$ cat src/hw/rtl/qpm_pkg.sv
`timescale 1ns / 1ps
`default_nettype none
package qpm_pkg;

  localparam int unsigned ANGLE_W = 24;
  localparam int unsigned CPR_W   = 16;
  localparam int unsigned POS_W   = 32;

  localparam logic [CPR_W-1:0] CPR_RESET = 16'd1440;

  // 360 degrees per revolution is 45 * 2^3, so the angle denominator splits
  // into an odd factor and a shift that grows with the fraction bits.
  localparam int unsigned DEN_ODD   = 45;
  localparam int unsigned DEN_SHIFT = 3;

  typedef struct packed {
    logic                      kind;
    logic                      enc_a;
    logic                      enc_b;
    logic signed [ANGLE_W-1:0] move_angle;
  } in_t;

  typedef struct packed {
    logic                    drive_in1;
    logic                    drive_in2;
    logic                    drive_enable;
    logic signed [POS_W-1:0] position;
    logic signed [POS_W-1:0] target;
  } out_t;

  typedef struct packed {
    logic sample;
    logic capture;
    logic mul;
    logic step;
    logic finish;
  } cmd_t;

  typedef struct packed {
    logic div_last;
  } sts_t;

endpackage
`default_nettype wire

$ cat src/hw/rtl/qpm_ctrl.sv
`timescale 1ns / 1ps
`default_nettype none
module qpm_ctrl
  import qpm_pkg::*;
(
  input  wire logic clk_i,
  input  wire logic rst_ni,
  input  wire logic in_valid_i,
  input  wire logic in_kind_i,
  output logic      in_stall_o,
  output logic      out_valid_o,
  input  wire logic out_stall_i,
  input  sts_t      sts_i,
  output cmd_t      cmd_o
);

  typedef enum logic [1:0] {
    ST_IDLE,
    ST_MUL,
    ST_DIV,
    ST_FIN
  } state_e;

  state_e state_q;
  logic   out_valid_q;
  logic   out_free;
  logic   in_accept;

  assign out_free    = !out_valid_q || !out_stall_i;
  assign in_stall_o  = !((state_q == ST_IDLE) && out_free);
  assign in_accept   = in_valid_i && !in_stall_o;
  assign out_valid_o = out_valid_q;

  always_comb begin
    cmd_o         = '0;
    cmd_o.sample  = in_accept && !in_kind_i;
    cmd_o.capture = in_accept && in_kind_i;
    cmd_o.mul     = (state_q == ST_MUL);
    cmd_o.step    = (state_q == ST_DIV);
    cmd_o.finish  = (state_q == ST_FIN) && out_free;
  end

  always_ff @(posedge clk_i or negedge rst_ni) begin
    if (!rst_ni) begin
      state_q     <= ST_IDLE;
      out_valid_q <= 1'b0;
    end else begin
      if (cmd_o.sample || cmd_o.finish) begin
        out_valid_q <= 1'b1;
      end else if (!out_stall_i) begin
        out_valid_q <= 1'b0;
      end
      case (state_q)
        ST_IDLE: begin
          if (cmd_o.capture) begin
            state_q <= ST_MUL;
          end
        end
        ST_MUL: begin
          state_q <= ST_DIV;
        end
        ST_DIV: begin
          if (sts_i.div_last) begin
            state_q <= ST_FIN;
          end
        end
        ST_FIN: begin
          if (out_free) begin
            state_q <= ST_IDLE;
          end
        end
        default: begin
          state_q <= ST_IDLE;
        end
      endcase
    end
  end

  a_busy_stalls: assert property (@(posedge clk_i) disable iff (!rst_ni)
    (state_q != ST_IDLE) |-> in_stall_o)
    else $error("input taken while a command is in progress");

  a_cmd_starts: assert property (@(posedge clk_i) disable iff (!rst_ni)
    cmd_o.capture |=> (state_q == ST_MUL))
    else $error("accepted command did not start the multiply");

  a_div_holds: assert property (@(posedge clk_i) disable iff (!rst_ni)
    ((state_q == ST_DIV) && !sts_i.div_last) |=> (state_q == ST_DIV))
    else $error("division left before its last step");

  a_result_flags: assert property (@(posedge clk_i) disable iff (!rst_ni)
    (cmd_o.sample || cmd_o.finish) |=> out_valid_q)
    else $error("result loaded without valid");

endmodule
`default_nettype wire

$ cat src/hw/rtl/qpm_dp.sv
`timescale 1ns / 1ps
`default_nettype none
module qpm_dp
  import qpm_pkg::*;
#(
  parameter int unsigned ANGLE_FRAC_BITS = 8
) (
  input  wire logic             clk_i,
  input  wire logic             rst_ni,
  input  wire logic             cfg_we_i,
  input  wire logic [CPR_W-1:0] cfg_wdata_i,
  input  in_t                   in_data_i,
  input  cmd_t                  cmd_i,
  output sts_t                  sts_o,
  output out_t                  out_data_o
);

  localparam int unsigned PROD_W = ANGLE_W + CPR_W;
  localparam int unsigned SHIFT  = ANGLE_FRAC_BITS + DEN_SHIFT;
  localparam int unsigned XW     = PROD_W - SHIFT;
  localparam int unsigned REC_K  = XW + $clog2(DEN_ODD);
  localparam int unsigned REC_W  = XW + 1;
  localparam int unsigned HW     = (REC_W + 1) / 2;
  localparam int unsigned ACC_W  = XW + REC_W;
  localparam int unsigned LO_W   = XW + HW;
  localparam int unsigned HI_W   = ACC_W - HW;

  localparam logic [REC_W-1:0] REC_M =
    REC_W'(((64'd1 << REC_K) + 64'(DEN_ODD) - 64'd1) / 64'(DEN_ODD));
  localparam logic [HW-1:0]       REC_LO = REC_M[HW-1:0];
  localparam logic [REC_W-HW-1:0] REC_HI = REC_M[REC_W-1:HW];

  localparam logic [3:0] CODE_UP0 = 4'b1101;
  localparam logic [3:0] CODE_UP1 = 4'b0100;
  localparam logic [3:0] CODE_UP2 = 4'b0010;
  localparam logic [3:0] CODE_UP3 = 4'b1011;
  localparam logic [3:0] CODE_DN0 = 4'b1110;
  localparam logic [3:0] CODE_DN1 = 4'b0111;
  localparam logic [3:0] CODE_DN2 = 4'b0001;
  localparam logic [3:0] CODE_DN3 = 4'b1000;

  function automatic logic near_stop(input logic [POS_W-1:0] diff);
    return (diff == '0) || (diff == POS_W'(1)) || (diff == '1);
  endfunction

  logic [CPR_W-1:0]   cpr_q;
  logic [1:0]         pins_q, pins_d;
  logic [POS_W-1:0]   pos_q, pos_d;
  logic [POS_W-1:0]   tgt_q, tgt_d;
  logic               in1_q, in1_d;
  logic               in2_q, in2_d;
  logic               en_q, en_d;
  out_t               out_q;

  logic [ANGLE_W-1:0] angle_q;
  logic [XW-1:0]      x_q;
  logic [ACC_W-1:0]   acc_q;
  logic               step_q;

  logic               neg;
  logic [ANGLE_W-1:0] mag;
  logic [PROD_W-1:0]  prod;
  logic [LO_W-1:0]    part_lo;
  logic [HI_W-1:0]    part_hi;
  logic [POS_W-1:0]   quo;
  logic [POS_W-1:0]   cnt;
  logic               fwd;
  logic [3:0]         code;

  assign neg     = angle_q[ANGLE_W-1];
  assign mag     = neg ? (~angle_q + ANGLE_W'(1)) : angle_q;
  assign prod    = PROD_W'(mag) * PROD_W'(cpr_q);
  assign part_lo = LO_W'(x_q) * LO_W'(REC_LO);
  assign part_hi = HI_W'(x_q) * HI_W'(REC_HI);
  assign quo     = POS_W'(acc_q[ACC_W-1:REC_K]);
  assign cnt     = neg ? (~quo + POS_W'(1)) : quo;
  assign fwd     = (cnt != '0) && !cnt[POS_W-1];
  assign code    = {pins_q, in_data_i.enc_a, in_data_i.enc_b};

  assign sts_o.div_last = step_q;

  always_comb begin
    pins_d = pins_q;
    pos_d  = pos_q;
    tgt_d  = tgt_q;
    in1_d  = in1_q;
    in2_d  = in2_q;
    en_d   = en_q;
    if (cmd_i.sample) begin
      pins_d = {in_data_i.enc_a, in_data_i.enc_b};
      case (code)
        CODE_UP0, CODE_UP1, CODE_UP2, CODE_UP3: pos_d = pos_q + POS_W'(1);
        CODE_DN0, CODE_DN1, CODE_DN2, CODE_DN3: pos_d = pos_q - POS_W'(1);
        default:                                pos_d = pos_q;
      endcase
      en_d = en_q && !near_stop(tgt_q - pos_d);
    end
    if (cmd_i.finish) begin
      tgt_d = pos_q + cnt;
      in1_d = fwd;
      in2_d = !fwd;
      en_d  = !near_stop(cnt);
    end
  end

  always_ff @(posedge clk_i or negedge rst_ni) begin
    if (!rst_ni) begin
      cpr_q  <= CPR_RESET;
      pins_q <= '0;
      pos_q  <= '0;
      tgt_q  <= '0;
      in1_q  <= 1'b0;
      in2_q  <= 1'b0;
      en_q   <= 1'b0;
      out_q  <= '0;
    end else begin
      if (cfg_we_i) begin
        cpr_q <= cfg_wdata_i;
      end
      pins_q <= pins_d;
      pos_q  <= pos_d;
      tgt_q  <= tgt_d;
      in1_q  <= in1_d;
      in2_q  <= in2_d;
      en_q   <= en_d;
      if (cmd_i.sample || cmd_i.finish) begin
        out_q.drive_in1    <= in1_d;
        out_q.drive_in2    <= in2_d;
        out_q.drive_enable <= en_d;
        out_q.position     <= pos_d;
        out_q.target       <= tgt_d;
      end
    end
  end

  // The quotient by the odd factor comes from a multiply by its rounded-up
  // reciprocal, taken in two halves, the low half first and then the high half.
  always_ff @(posedge clk_i) begin
    if (cmd_i.capture) begin
      angle_q <= in_data_i.move_angle;
    end
    if (cmd_i.mul) begin
      x_q    <= prod[PROD_W-1:SHIFT];
      step_q <= 1'b0;
    end else if (cmd_i.step) begin
      if (step_q) begin
        acc_q <= acc_q + {part_hi, {HW{1'b0}}};
      end else begin
        acc_q <= ACC_W'(part_lo);
      end
      step_q <= 1'b1;
    end
  end

  assign out_data_o = out_q;

  a_dir_exclusive: assert property (@(posedge clk_i) disable iff (!rst_ni)
    !(out_q.drive_in1 && out_q.drive_in2))
    else $error("both bridge inputs selected");

  a_enable_far: assert property (@(posedge clk_i) disable iff (!rst_ni)
    out_q.drive_enable |-> !near_stop(out_q.target - out_q.position))
    else $error("drive enabled within one count of the target");

  a_quo_fits: assert property (@(posedge clk_i) disable iff (!rst_ni)
    cmd_i.finish |-> !quo[POS_W-1])
    else $error("move count out of range");

endmodule
`default_nettype wire

$ cat src/hw/rtl/quadrature_position_move.sv
// Quadrature encoder decoder with bang-bang relative position moves.
// Input items arrive on in_valid_i / in_stall_o / in_data_i. An item is either
// a sample of the two encoder pins or a move command with a signed angle.
// Every item produces exactly one result item on out_valid_o / out_stall_i /
// out_data_o holding the bridge levels, the enable, the position and target.
// A pin sample is decoded in the cycle it is accepted, so its result is valid
// in the next cycle, and samples are taken at one item per cycle while the
// output is not stalled. A move command runs the angle multiply, then a
// two-step multiply by the reciprocal of 45, then a finish step that loads
// the result once the output is free; no item is taken until it is done.
// counts_per_rev must be written through cfg_we_i / cfg_wdata_i only while
// idle; the block itself does not enforce this. Reset clears the position,
// target and pin history, stops the drive and loads 1440 counts per
// revolution. The result sits in an output register; a stalled result holds,
// and a new item is taken in the cycle that the waiting result is taken.
`timescale 1ns / 1ps
`default_nettype none
module quadrature_position_move
  import qpm_pkg::*;
#(
  parameter int unsigned ANGLE_FRAC_BITS = 8
) (
  input  wire logic             clk_i,
  input  wire logic             rst_ni,
  input  wire logic             cfg_we_i,
  input  wire logic [CPR_W-1:0] cfg_wdata_i,
  input  wire logic             in_valid_i,
  output logic                  in_stall_o,
  input  in_t                   in_data_i,
  output logic                  out_valid_o,
  input  wire logic             out_stall_i,
  output out_t                  out_data_o
);

  cmd_t cmd;
  sts_t sts;

  qpm_ctrl u_ctrl (
    .clk_i       (clk_i),
    .rst_ni      (rst_ni),
    .in_valid_i  (in_valid_i),
    .in_kind_i   (in_data_i.kind),
    .in_stall_o  (in_stall_o),
    .out_valid_o (out_valid_o),
    .out_stall_i (out_stall_i),
    .sts_i       (sts),
    .cmd_o       (cmd)
  );

  qpm_dp #(
    .ANGLE_FRAC_BITS (ANGLE_FRAC_BITS)
  ) u_dp (
    .clk_i       (clk_i),
    .rst_ni      (rst_ni),
    .cfg_we_i    (cfg_we_i),
    .cfg_wdata_i (cfg_wdata_i),
    .in_data_i   (in_data_i),
    .cmd_i       (cmd),
    .sts_o       (sts),
    .out_data_o  (out_data_o)
  );

endmodule
`default_nettype wire
$ cat config.mk
export PLATFORM = sky130hd
export DESIGN_NAME = quadrature_position_move
export DESIGN_NICKNAME = d
export VERILOG_FILES = /design/src/hw/rtl/qpm_pkg.sv /design/src/hw/rtl/qpm_ctrl.sv /design/src/hw/rtl/qpm_dp.sv /design/src/hw/rtl/quadrature_position_move.sv
export SDC_FILE = /design/constraint.sdc
export NUM_CORES = 2
export LEC_CHECK = 0
export ABC_AREA = 1
export BUFFER_PORTS_ARGS = -buffer_cell sky130_fd_sc_hd__buf_4
export CELL_PAD_IN_SITES_DETAIL_PLACEMENT = 0
export CELL_PAD_IN_SITES_GLOBAL_PLACEMENT = 1
export CORE_MARGIN = 4
export CORE_UTILIZATION = 53
export CTS_CLUSTER_SIZE = 30
export DETAILED_ROUTE_END_ITERATION = 16
export HOLD_SLACK_MARGIN = 0.05
export PLACE_DENSITY = 0.93
export SLEW_MARGIN = 20
export SYNTH_ARGS = -nofsm -noshare
export SYNTH_HDL_FRONTEND = slang
export SYNTH_SLANG_ARGS = --single-unit
$ cat constraint.sdc
create_clock -name clk_i -period 14.8 [get_ports clk_i]
set_clock_uncertainty 0.05 [all_clocks]
set_input_delay 2.96 -clock clk_i [delete_from_list [all_inputs] [get_ports clk_i]]
set_output_delay 2.96 -clock clk_i [all_outputs]
set_load 0.01 [all_outputs]
Word level (Yosys, flattened, before mapping)
Cells that the tools add are included.

$add $sub $neg: 7. Multipliers: 3. Eq/ne operators: 19. Multiplexer cells: 17. Bitwise gates (word level): 3. Reductions and logical operators: 29.

Operators with widths (count): $mux 32 (4); $add 32x1->32 const B (2); $eq 32x1->1 const B (2); $eq 32x32->1 const B (2); $logic_not 32->1 (2); $pmux 32 s2 (1); $add 59x59->59 (1); $mul 29x15->44 const B (1); $mux 44 (1); $mul 29x14->43 const B (1); $mul 24x16->40 (1); $add 32x32->32 (1); $not 24->32 (1); $reduce_bool 32->1 (1); $sub 32x1->32 const B (1); $sub 32x32->32 (1); $add 24x1->24 const B (1); $mux 24 (1); $not 24->24 (1); $eq 4x4->1 const B (4); $eq 4x3->1 const B (2); $logic_not 1->1 (8); $pmux 2 s4 (1); $reduce_or 4->1 (2); 14 further kinds (35).

Bits in registers: 268. Bits of input ports: 48. Output and inout port bits: 69. Logic and storage cells: 97.

Depth between registers and ports, before layout
Word-level depth: 14. Depth in mapped cells: 41. Depth with buffers taken out: 39.

Modules after synthesis
From an unflattened synthesis, not the netlist that was laid out.

Cell total of the unflattened synthesis: 5685. Area total of the unflattened synthesis: 43155.1 µm².

By module, submodules not included: qpm_dp (times used 1, cells each 5652, area each 42894.9 µm², sequential area each 6741.5 µm²); qpm_ctrl (times used 1, cells each 33, area each 260.2 µm², sequential area each 75.1 µm²).

Worst setup path after synthesis
No wires, ideal clock.

Path type: register to register. Start point: register u_dp.angle_q[0]. End point: register u_dp.x_q[27], data pin. Library setup time: 0.259 ns. Data arrival time: 7.183 ns. Required time: 14.491 ns. Setup slack: 7.308 ns. Stages on the path, launching flop included: 37. Path buffers: 3. Clock period less this slack: 7.492 ns. Cells stage by stage: edfxtp_1 -> buf_6 -> clkbuf_1 -> inv_1 -> ha_1 -> inv_1 -> nor3_1 -> inv_2 -> nor2_1 -> a21oi_1 -> or2_2 -> nand2_1 -> clkbuf_1 -> nand2_1 -> fa_1 -> inv_1 -> fa_1 -> inv_1 -> fa_1 -> fa_1 -> inv_1 -> fa_1 -> inv_1 -> fa_1 -> inv_1 -> ha_1 -> a21oi_1 -> o21ai_0 -> a21oi_1 -> o21ai_2 -> a21oi_1 -> o21ai_2 -> a21boi_1 -> o21bai_2 -> nand3_1 -> nand2_1 -> xor2_1.

Word-level cells in the longest chain between the ends: 4.

RTL lines: from (decl) (RTL line qpm_dp.sv:55) `logic [ANGLE_W-1:0] angle_q;`; from (signal assigned) (RTL line qpm_dp.sv:140) `angle_q <= in_data_i.move_angle;`; $not 24->24 (RTL line qpm_dp.sv:71) `assign mag = neg ? (~angle_q + ANGLE_W'(1)) : angle_q;`; $add 24x1->24 (RTL line qpm_dp.sv:71); $mux 24 (*) (RTL line qpm_dp.sv:71); $mul 24x16->40 (*) (RTL line qpm_dp.sv:72) `assign prod = PROD_W'(mag) * PROD_W'(cpr_q);`; net u_dp.prod[38] (RTL line qpm_dp.sv:62) `logic [PROD_W-1:0] prod;`; to (signal assigned) (RTL line qpm_dp.sv:143) `x_q <= prod[PROD_W-1:SHIFT];`; to (decl) (RTL line qpm_dp.sv:56) `logic [XW-1:0] x_q;`.

Mark *: on every way through the listed nets, which the timed path passes. The rest lies on a longest branch. A chain may end at the register's enable or synchronous reset.

Worst setup path in the final report
Start point: register u_dp.angle_q[0]. End point: register u_dp.x_q[25], data pin.

The elaborated chain is that of the path after synthesis.

==> impl_metrics.env <==
export IMPL_async_flop_share=0.613
export IMPL_hold_viol_final=0
export IMPL_design_portCount=117
export IMPL_fillers=7626
export IMPL_clkTransAtPathRegs_ns=0.06
export IMPL_drc_errors=0
export IMPL_synth_cells=5686
export IMPL_numPortBuffers=116
export IMPL_antenna_found_initial=1
export IMPL_syn_to_final_growth_pct=7.41
export IMPL_htree_levels=2
export IMPL_first_iter_violations=2856
export IMPL_synth_top_cells_by_area="fa_1, ha_1, nand2_1"
export IMPL_multiInputGateArea_um2=31400
export IMPL_yosysTopAreaCell="fa_1"
export IMPL_netlist_area_um2=43200
export IMPL_avgRoutedWirePerCell_um=19.4
export IMPL_fp_dieH_um=293
export IMPL_start_util=0.535
export IMPL_syn_nets=6762
export IMPL_cts_buffers_inserted=35
export IMPL_synth_edff_count=97
export IMPL_cts_tree="done"
export IMPL_slew_violations=0
export IMPL_antenna_cells=0
export IMPL_yosysSeqAreaShare=0.158
export IMPL_startpoint_type="flip-flop"
export IMPL_nets=6836
export IMPL_cp_slowest_cell="edfxtp_1"
export IMPL_synth_seq_cells=253
export IMPL_critPathMaxStageDelay_ns=0.65
export IMPL_status="finished clean"
export IMPL_post_cts_resize_count=0
export IMPL_r2r_slack_ns=6.48
export IMPL_critical_path_max_fanout=17
export IMPL_post_cts_setup_buffer_count=0
export IMPL_yosysMostFrequentCell="nand2_1"
export IMPL_die_area_um2=86100
export IMPL_layout_drive_gt1_share=0.0538
export IMPL_grt_pass1_wl_mm=209
export IMPL_grt_use_total=0.310
export IMPL_criticalPathCategory="flip-flop to flip-flop"
export IMPL_clockBufferDepth=3
export IMPL_postSynthAreaPerCell_um2=7.60
export IMPL_critPathCaptureType="flip-flop"
export IMPL_clock_latency_ns=0.58
export IMPL_synth_cell_types=64
export IMPL_cp_common_cell="fa_1"
export IMPL_die_x_um=293
export IMPL_maxCapViolCount=0
export IMPL_gp_congestion=0.995
export IMPL_gr_total_overflow=0
export IMPL_min_period_ns=8.32
export IMPL_viasPerCell=5.50
export IMPL_worst_pin_slew_ns=1.15
export IMPL_period_share=0.562
export IMPL_grt_start_max_net_pins=87
export IMPL_seq_area_um2=6820
export IMPL_ys_warn_count=0
export IMPL_synth_common_cells="nand2_1, inv_1, ha_1"
export IMPL_grt_pass1_vias=38300
export IMPL_fin_tns_setup_ns=0
export IMPL_yosysTopAreaCellShare=0.231
export IMPL_max_slew_margin_rel=0.233
export IMPL_rows=104
export IMPL_crit_arrival_ns=8.57
export IMPL_min_delay_path_class="flip-flop to flip-flop"
export IMPL_core_um2=80700
export IMPL_whs_ns=0.429
export IMPL_place_hpwl_mm=112
export IMPL_required_ns=15.05
export IMPL_setup_viol=0
export IMPL_ant_nets=0
export IMPL_cts_hold_buf=0
export IMPL_drtPass1Iterations=6
export IMPL_clock_sinks=253
export IMPL_vias=37700
export IMPL_max_freq_mhz=120
export IMPL_ys_flop_type="dfrtp_1"
export IMPL_routed_wl_mm=133
export IMPL_root_buffer="clkbuf_16"
export IMPL_rsz0062_at_grt="false"
final timing paths:
path | from | end | cells past startpoint
min in group asynchronous | rst_ni | u_dp.out_data_o[2] | 1
worst min-delay path | u_dp.out_data_o[28] | u_dp.out_data_o[28] | 2
worst max register to register | u_dp.angle_q[0] | u_dp.x_q[25] | 31
worst min register to register | u_dp.out_data_o[28] | u_dp.out_data_o[28] | 2
worst max-delay path | u_dp.angle_q[0] | u_dp.x_q[25] | 31
max in group asynchronous | rst_ni | u_dp.cpr_q[4] | 2
per-layer routing:
metal | share of wire | global-route usage | wire, um
met5 | 0.000098 | 0 | 13
met4 | 0.040 | 0.112 | 5370
met3 | 0.070 | 0.0478 | 9300
met2 | 0.48 | 0.533 | 64200
met1 | 0.41 | 0.398 | 54300
cell usage in the layout (no fill, tap or decap), types with 130 or more instances in the layout:
cell type / Yosys / final
nand2_1: 1256 / 1255
inv_1: 1208 / 1208
ha_1: 530 / 529
fa_1: 498 / 498
nor2_1: 440 / 439
a21oi_1: 342 / 342
o21ai_0: 282 / 282
dfrtp_1: 151 / 151
buf_4: 0 / 141
nand3_1: 140 / 140
xor2_1: 130 / 130
cell families after synthesis:
kind of cell               synth area share
and+or+nand+nor                       0.193
adders and majority gates             0.384
xor gates and xnor gates             0.0391
DFF                                   0.158
AOI/OAI and AO/OA                     0.109
buffers and inverters                 0.116
flip-flops by register name, summed over array words and instances (netlist names):
register and flops:
u_dp.out_data_o 67, u_dp.tgt_q 32, u_ctrl.state_q 2, u_dp.in2_q 1, u_dp.cpr_q 16, u_dp.angle_q 24, u_dp.acc_q 44, u_dp.x_q 29
u_dp.en_q 1, u_dp.in1_q 1, u_dp.pins_q 2, u_dp.pos_q 32, u_dp.sts_o 1, u_ctrl.out_valid_o 1
through the flow:
step	cell area [um^2]	utilization	setup WS, ns	cells
after floorplan	43200	-	7.31	5686
after global placement	45200	0.560	6.18	6783
after detailed placement	45200	0.560	6.15	6783
after CTS	46400	0.575	6.57	6846
after global routing	46400	0.575	5.98	6846
final	46400	0.575	6.48	6846
layout make-up:
cell class / instances / share of cell area
repair buffers: 142 / 0.0231
multi-input cells: 4103 / 0.676
well taps: 1060 / 0.0286
inverters: 1225 / 0.0992
flip-flops and latches: 253 / 0.147
clock buffers: 44 / 0.0212
clock inverters: 19 / 0.00523
worst max-delay path, delay by kind of cell (launching register included):
family          cells  cell delay, ns
buf+inv             7            0.68
fa+ha+maj           8            3.40
xor+xnor            2            0.80
simple gates        7            1.14
flops               1            0.65
compound gates      7            1.31
Power is not shown: default switching activity piles up to over one toggle a cycle in this logic, so the estimate is an artifact.
